### src/rtl/core/mfr_pkg.sv
// Shared types, constants and CRC helper for the motor feedback frame receiver
`default_nettype none
package mfr_pkg;

    // frame layout
    localparam int unsigned FRAME_BYTES = 16;
    localparam int unsigned CRC_BYTES   = FRAME_BYTES - 2;

    // header bytes
    localparam logic [7:0] HEAD_0 = 8'hFD;
    localparam logic [7:0] HEAD_1 = 8'hEE;

    // CRC-16/XModem: poly 0x1021, init 0, msb first, no reflection, no final xor
    localparam logic [15:0] CRC_POLY = 16'h1021;
    localparam logic [15:0] CRC_TOP  = 16'h8000;
    localparam logic [15:0] CRC_INIT = 16'h0000;

    // field masks
    localparam logic [7:0] ID_MASK    = 8'h0F;
    localparam logic [7:0] ERR_MASK   = 8'h07;
    localparam logic [7:0] FORCE_MASK = 8'hF0;

    // motor count register after reset
    localparam logic [4:0] MOTOR_COUNT_RESET = 5'd2;

    // frame check codes
    typedef enum logic [1:0] {
        RC_OK           = 2'd0,
        RC_BAD_HEADER   = 2'd1,
        RC_CRC_MISMATCH = 2'd2,
        RC_BAD_ID       = 2'd3
    } t_result_code;

    // one decoded frame
    typedef struct packed {
        t_result_code       result_code;
        logic [3:0]         unit_id;
        logic [2:0]         mode_status;
        logic signed [15:0] torque_raw;
        logic signed [15:0] speed_raw;
        logic signed [31:0] position_raw;
        logic [7:0]         temperature;
        logic [2:0]         motor_error;
        logic [11:0]        load_raw;
    } t_frame_result;

    // one byte of CRC update, unrolled over eight bit steps
    function automatic logic [15:0] crc_byte(input logic [15:0] crc, input logic [7:0] b);
        logic [15:0] c;
        c = crc ^ {b, 8'h00};
        for (int k = 0; k < 8; k++) begin
            if ((c & CRC_TOP) != 16'h0000) begin
                c = {c[14:0], 1'b0} ^ CRC_POLY;
            end else begin
                c = {c[14:0], 1'b0};
            end
        end
        return c;
    endfunction

endpackage
`default_nettype wire

### src/rtl/core/mfr_frame_core.sv
// Byte counter, running CRC, frame byte store and field decode
`default_nettype none
module mfr_frame_core (
    input  wire logic                  i_clk,
    input  wire logic                  i_rst_n,
    input  wire logic                  i_advance,
    input  wire logic [7:0]            i_byte,
    input  wire logic                  i_start,
    input  wire logic [4:0]            i_motor_count,
    output logic                       o_last,
    output mfr_pkg::t_frame_result     o_result
);

    logic [4:0]  r_count;
    logic [15:0] r_crc;
    logic [7:0]  r_store [0:mfr_pkg::FRAME_BYTES-1];

    logic [4:0]  w_count;
    logic [15:0] w_crc;
    logic        w_active;
    logic [15:0] n_crc;
    logic [15:0] w_rx_crc;
    logic [3:0]  w_id;

    // start flag restarts count and crc for this byte
    assign w_count  = i_start ? 5'd0 : r_count;
    assign w_crc    = i_start ? mfr_pkg::CRC_INIT : r_crc;
    assign w_active = (w_count < 5'(mfr_pkg::FRAME_BYTES));
    assign o_last   = (w_count == 5'(mfr_pkg::FRAME_BYTES - 1));

    // crc covers bytes 0 through 13, header included
    always_comb begin
        if (w_count < 5'(mfr_pkg::CRC_BYTES)) begin
            n_crc = mfr_pkg::crc_byte(w_crc, i_byte);
        end else begin
            n_crc = w_crc;
        end
    end

    // count and crc state, count holds once the frame is complete
    always_ff @(posedge i_clk) begin
        if (!i_rst_n) begin
            r_count <= 5'd0;
            r_crc   <= mfr_pkg::CRC_INIT;
        end else if (i_advance && w_active) begin
            r_count <= w_count + 5'd1;
            r_crc   <= n_crc;
        end
    end

    // frame byte store
    always_ff @(posedge i_clk) begin
        if (i_advance && w_active) begin
            r_store[w_count[3:0]] <= i_byte;
        end
    end

    // last byte is the crc low byte, taken straight from the input
    assign w_rx_crc = {r_store[14], i_byte};
    assign w_id     = 4'(r_store[2] & mfr_pkg::ID_MASK);

    // check order: header, crc, motor id
    always_comb begin
        if (r_store[0] != mfr_pkg::HEAD_0 || r_store[1] != mfr_pkg::HEAD_1) begin
            o_result.result_code = mfr_pkg::RC_BAD_HEADER;
        end else if (w_rx_crc != r_crc) begin
            o_result.result_code = mfr_pkg::RC_CRC_MISMATCH;
        end else if ({1'b0, w_id} >= i_motor_count) begin
            o_result.result_code = mfr_pkg::RC_BAD_ID;
        end else begin
            o_result.result_code = mfr_pkg::RC_OK;
        end
        o_result.unit_id      = w_id;
        o_result.mode_status  = r_store[2][6:4];
        o_result.torque_raw   = {r_store[5], r_store[4]};
        o_result.speed_raw    = {r_store[7], r_store[6]};
        o_result.position_raw = {r_store[11], r_store[10], r_store[9], r_store[8]};
        o_result.temperature  = r_store[12];
        o_result.motor_error  = 3'(r_store[13] & mfr_pkg::ERR_MASK);
        o_result.load_raw     = {4'((r_store[13] & mfr_pkg::FORCE_MASK) >> 4), r_store[14]};
    end

endmodule
`default_nettype wire

### src/rtl/core/motor_feedback_frame_receiver.sv
// Motor feedback frame receiver: byte input, CRC-16/XModem check, decoded result output
//
// Input channel: one frame byte per request (i_rx_byte, i_frame_start) on i_in_valid /
// o_in_ready. i_frame_start marks byte 0 and drops any partial frame. A frame is 16
// bytes: FD EE header, payload through byte 13, CRC big-endian in bytes 14 and 15.
// Output channel: one request per completed frame on o_out_valid / i_out_ready,
// carrying the check code and the raw decoded fields. Bytes after byte 15 are
// ignored until the next start flag.
// Configuration: i_cfg_we writes i_cfg_data to the motor count register at once.
// Path: the last byte passes the input register, then the result register; a waiting
// result can hold it in the input register. Throughput: one byte per cycle while no
// last byte is held. The CRC byte update and the store write use the input register.
// Reset: count and CRC clear, motor count returns to 2, both channels go empty.
// Stall: while a result waits, bytes that give no result still flow; only a frame's
// last byte holds in the input register, and o_in_ready drops behind it.
`default_nettype none
module motor_feedback_frame_receiver (
    input  wire logic               i_clk,
    input  wire logic               i_rst_n,
    // configuration
    input  wire logic               i_cfg_we,
    input  wire logic [4:0]         i_cfg_data,
    // byte input
    input  wire logic               i_in_valid,
    output logic                    o_in_ready,
    input  wire logic [7:0]         i_rx_byte,
    input  wire logic               i_frame_start,
    // frame result
    output logic                    o_out_valid,
    input  wire logic               i_out_ready,
    output logic [1:0]              o_result_code,
    output logic [3:0]              o_unit_id,
    output logic [2:0]              o_mode_status,
    output logic signed [15:0]      o_torque_raw,
    output logic signed [15:0]      o_speed_raw,
    output logic signed [31:0]      o_position_raw,
    output logic [7:0]              o_temperature,
    output logic [2:0]              o_motor_error,
    output logic [11:0]             o_load_raw
);

    logic [4:0]              r_motor_count;
    logic                    r_in_valid;
    logic [7:0]              r_in_byte;
    logic                    r_in_start;
    logic                    r_out_valid;
    mfr_pkg::t_frame_result  r_out;

    logic                    w_last;
    logic                    w_fire;
    logic                    w_stall;
    logic                    w_advance;
    mfr_pkg::t_frame_result  w_result;

    // motor count register
    always_ff @(posedge i_clk) begin
        if (!i_rst_n) begin
            r_motor_count <= mfr_pkg::MOTOR_COUNT_RESET;
        end else if (i_cfg_we) begin
            r_motor_count <= i_cfg_data;
        end
    end

    // only a result-giving byte needs a free result register
    assign w_fire     = r_in_valid && w_last;
    assign w_stall    = w_fire && r_out_valid && !i_out_ready;
    assign w_advance  = r_in_valid && !w_stall;
    assign o_in_ready = !r_in_valid || !w_stall;

    // input register
    always_ff @(posedge i_clk) begin
        if (!i_rst_n) begin
            r_in_valid <= 1'b0;
        end else if (o_in_ready) begin
            r_in_valid <= i_in_valid;
        end
    end

    always_ff @(posedge i_clk) begin
        if (i_in_valid && o_in_ready) begin
            r_in_byte  <= i_rx_byte;
            r_in_start <= i_frame_start;
        end
    end

    mfr_frame_core u_core (
        .i_clk         (i_clk),
        .i_rst_n       (i_rst_n),
        .i_advance     (w_advance),
        .i_byte        (r_in_byte),
        .i_start       (r_in_start),
        .i_motor_count (r_motor_count),
        .o_last        (w_last),
        .o_result      (w_result)
    );

    // result register
    always_ff @(posedge i_clk) begin
        if (!i_rst_n) begin
            r_out_valid <= 1'b0;
        end else if (w_fire && w_advance) begin
            r_out_valid <= 1'b1;
        end else if (i_out_ready) begin
            r_out_valid <= 1'b0;
        end
    end

    always_ff @(posedge i_clk) begin
        if (w_fire && w_advance) begin
            r_out <= w_result;
        end
    end

    assign o_out_valid    = r_out_valid;
    assign o_result_code  = r_out.result_code;
    assign o_unit_id      = r_out.unit_id;
    assign o_mode_status  = r_out.mode_status;
    assign o_torque_raw   = r_out.torque_raw;
    assign o_speed_raw    = r_out.speed_raw;
    assign o_position_raw = r_out.position_raw;
    assign o_temperature  = r_out.temperature;
    assign o_motor_error  = r_out.motor_error;
    assign o_load_raw     = r_out.load_raw;

`ifndef NO_ASSERTIONS
    // a held last byte stays in the input register
    a_stall_holds: assert property (@(posedge i_clk) disable iff (!i_rst_n)
        w_stall |=> r_in_valid)
        else $error("stalled last byte lost from input register");

    // a new result only follows a frame's last byte
    a_rise_from_last: assert property (@(posedge i_clk) disable iff (!i_rst_n)
        (!r_out_valid ##1 r_out_valid) |-> $past(w_fire))
        else $error("result raised without a completed frame");

    // a waiting result is not overwritten
    a_no_overwrite: assert property (@(posedge i_clk) disable iff (!i_rst_n)
        (r_out_valid && !i_out_ready) |=> $stable(r_out))
        else $error("waiting result overwritten");
`endif

endmodule
`default_nettype wire

### config.mk
export PLATFORM = sky130hd
export DESIGN_NAME = motor_feedback_frame_receiver
export DESIGN_NICKNAME = d
export VERILOG_FILES = /design/src/rtl/core/mfr_pkg.sv /design/src/rtl/core/mfr_frame_core.sv /design/src/rtl/core/motor_feedback_frame_receiver.sv
export SDC_FILE = /design/constraint.sdc
export NUM_CORES = 1
export LEC_CHECK = 0
export ABC_AREA = 1
export BUFFER_PORTS_ARGS = -buffer_cell sky130_fd_sc_hd__buf_2
export CAP_MARGIN = 5
export CORE_AREA = 10 10 103 173
export DETAILED_ROUTE_END_ITERATION = 10
export DIE_AREA = 0 0 113 183
export GPL_TIMING_DRIVEN = 0
export PLACE_DENSITY = 0.82
export REMOVE_ABC_BUFFERS = 1
export SETUP_SLACK_MARGIN = 0.15
export SLEW_MARGIN = 0
export SYNTH_ARGS = -nofsm -noshare
export SYNTH_HDL_FRONTEND = slang
export SYNTH_SLANG_ARGS = --single-unit
export TNS_END_PERCENT = 5
### constraint.sdc
create_clock -name i_clk -period 18.56 [get_ports i_clk]
set_input_delay 0 -clock i_clk [delete_from_list [all_inputs] [get_ports i_clk]]
set_output_delay 0 -clock i_clk [all_outputs]
set_load 0.03 [all_outputs]
==> out/qor.yml <==
post-route-period-util_pct: 20.86
io_buffers: 116
synth.distinct_cells: 32
yosys.area.top_type: "edfxtp_1"
synth_area_sq_um: 8905
hold_violations: 0
wl_per_cell_microns: 19.47
grt_pass1_wl_microns: 28880
drtAntennaViolNets: 0
layout.nets: 786
gp_congestion: 0.8999
dp_cells: 892
reg2reg_depth: 12
max_slew.worst_pin.slew_ns: 0.9333
start_kind: "register"
fin_crit_ns: 3.871
ys_top_cells_by_count: "edfxtp_1, nand2_1, inv_1"
row_count: 59
final_area_sq_um: 10580
whs_path_depth: 2
leakagePower_nw: 4.019
grt_pass1_vias: 5390
synth_area_leaders: "edfxtp_1, dfxtp_1, nand2_1"
cts_root_buf: "clkbuf_16"
power_density_nw_per_um2: 100.4
synth-edff-count: 215
grt_usage_pct: 17.60
synthArstFlopShare_pct: 0
ys_seq_area_share_pct: 78.80
finalSetupViolations: 0
cts_tree: "done"
placed_area_sq_um: 9663
cts_setup_buffers: 0
cap_violations: 0
setup_tns_ns: 0
reg2reg_from: "r_in_start"
crit_path_end_kind: "register"
slew_headroom_pct: 37.55
fin_hold_ws_ns: 0.2167
antenna_found_initial: 0
min_to: "r_in_start"
cts_resized: 0
grt_overflow: 0
cts_max_path_buffers: 3
syn_area_per_cell_sq_um: 14.79
clock-sinks: 243
hold_buffers: 27
vias: 5213
drv_slew: 0
htree_levels: 1
fin_skew_ns: 0.01889
rr_endpoint: "u_core.r_store[14][2]"
cts.clk_slew.worst_paths_ns: 0.07
cts_buffers: 20
yosysTopAreaCellShare_pct: 72.50
ys_ff_latch: 243
final_cells: 955
max_freq_mhz: 258.3
required_ns: 18.68
status: "complete, no violations"
area_growth_pct: 18.76
min_from: "i_frame_start"
yosysWarnings: 0
io_pins: 117
die_area_sq_um: 20680
first_iter_violations: 366
first_pass_iters: 5
syn_inst: 602
die_w_microns: 113
via_per_inst: 5.459
crit_type: "register to register"
dpl.hpwl_microns: 11850
drc: 0
initial_utilization_pct: 60.01
antennaDiodeCount: 0
worst_ir_drop_vdd_v: 0.00008741
drive_gt1_share_pct: 23.06
clk_latency_ns: 0.50
finalWirelength_microns: 18600
arrival_ns: 3.99
path_max_fanout: 37
core_sq_um: 14840
rsz0062_at_grt: "no"
yosys.cell_count.top_type: "edfxtp_1"
synth-main-ff-cell: "edfxtp_1"
rrSetupSlack_ns: 14.69
die_h_microns: 183
hp-class: "primary input to register"
grt_max_degree: 42
==> state kept, by name, summed over array words and instances (netlist names) <==
register        flops
u_core.r_store    110
o_unit_id           4
o_temperature       8
o_result_code       2
o_position_raw     32
r_motor_count       5
r_in_valid          1
o_motor_error       3
o_torque_raw       16
r_in_start          1
r_in_byte           8
u_core.r_crc       16
o_out_valid         1
o_mode_status       3
u_core.r_count      5
o_load_raw         12
o_speed_raw        16
==> cells by family (layout without fill, tap and decap cells) <==
logic type	after synthesis	in the layout	synth area share (%)
AO/OA/AOI/OAI	50	50	3.105
buffers and inverters	71	241	3.752
flip-flops	243	243	78.80
AND/OR/NAND/NOR	205	205	10.64
XOR/XNOR	24	24	2.445
adder cells (fa/ha/maj)	9	9	1.265
==> per-stage QoR <==
stage	setup slack [ns]	utilization (%)	power, mW
finish	14.69	71.27	1.062
global route	14.50	71.27	1.096
CTS	14.76	71.27	1.068
detailed placement	14.83	65.12	0.6598
global placement	10.88	64.80	0.6577
floorplan	12.49	-	0.6452
==> routing by layer <==
layer / share of wire, % / global-route usage (%) / wire (microns)
met1: 36 / 19.26 / 6632
met2: 53 / 31.66 / 9873
met3: 6.7 / 3.431 / 1241
met4: 4.6 / 8.461 / 847
met5: 0 / 0 / 0
==> worst max-delay path by stage <==
stage	startpoint	slack (ns)	cells past startpoint	endpoint
2_1_floorplan	r_in_start	12.49	9	o_load_raw[0]
3_3_place_gp	r_in_start	10.88	9	o_temperature[2]
3_5_place_dp	r_in_start	14.83	12	u_core.r_store[14][2]
4_1_cts	r_in_start	14.76	12	u_core.r_store[14][2]
5_1_grt	r_in_start	14.50	12	u_core.r_store[14][0]
6_report	r_in_start	14.69	12	u_core.r_store[14][2]
==> critical path, stage by stage (launching register included) <==
cell and delay (ns):
edfxtp_1 0.75, inv_8 0.19, nand2_1 0.18, inv_1 0.11, ha_1 0.24, inv_1 0.07
nor2_1 0.05, ha_1 0.18, nand2_1 0.16, nor2_2 0.11, nor2_8 0.44, nand2_1 0.23
nor2_1 0.76
==> cell type report <==
class | count | area, sq um
fill | 926 | 4263
clock buffer | 25 | 540.5
tap | 183 | 229.0
timing repair buffer | 145 | 890.9
multi-input combinational | 288 | 1562
inverter | 60 | 235.2
sequential | 243 | 7017
clock inverter | 11 | 101.3
==> cell usage in the layout, fill, tap and decap left out, types with 3 or more instances in the layout <==
cell type and instances:
ha_1 9, edfxtp_1 215, a21oi_1 22, o21ai_0 12, xor2_1 8, nand2_4 5, clkinv_2 7, dlygate4sd3_1 27
nand4_1 11, nand3_1 29, inv_1 56, clkbuf_16 21, o211ai_1 4, dfxtp_1 28, nand2_2 10, clkbuf_1 4
xnor2_1 15, o21ai_1 9, buf_2 116, nand2_1 93, nand3_2 3, nor2_1 47
==> power by group <==
group	internal, mW	switching, mW	total (mW)
Clock	0.224	0.183	0.408
Sequential	0.597	0.0116	0.609
Combinational	0.0185	0.0269	0.0455
Note: power is estimated with default switching activity, not from simulation.
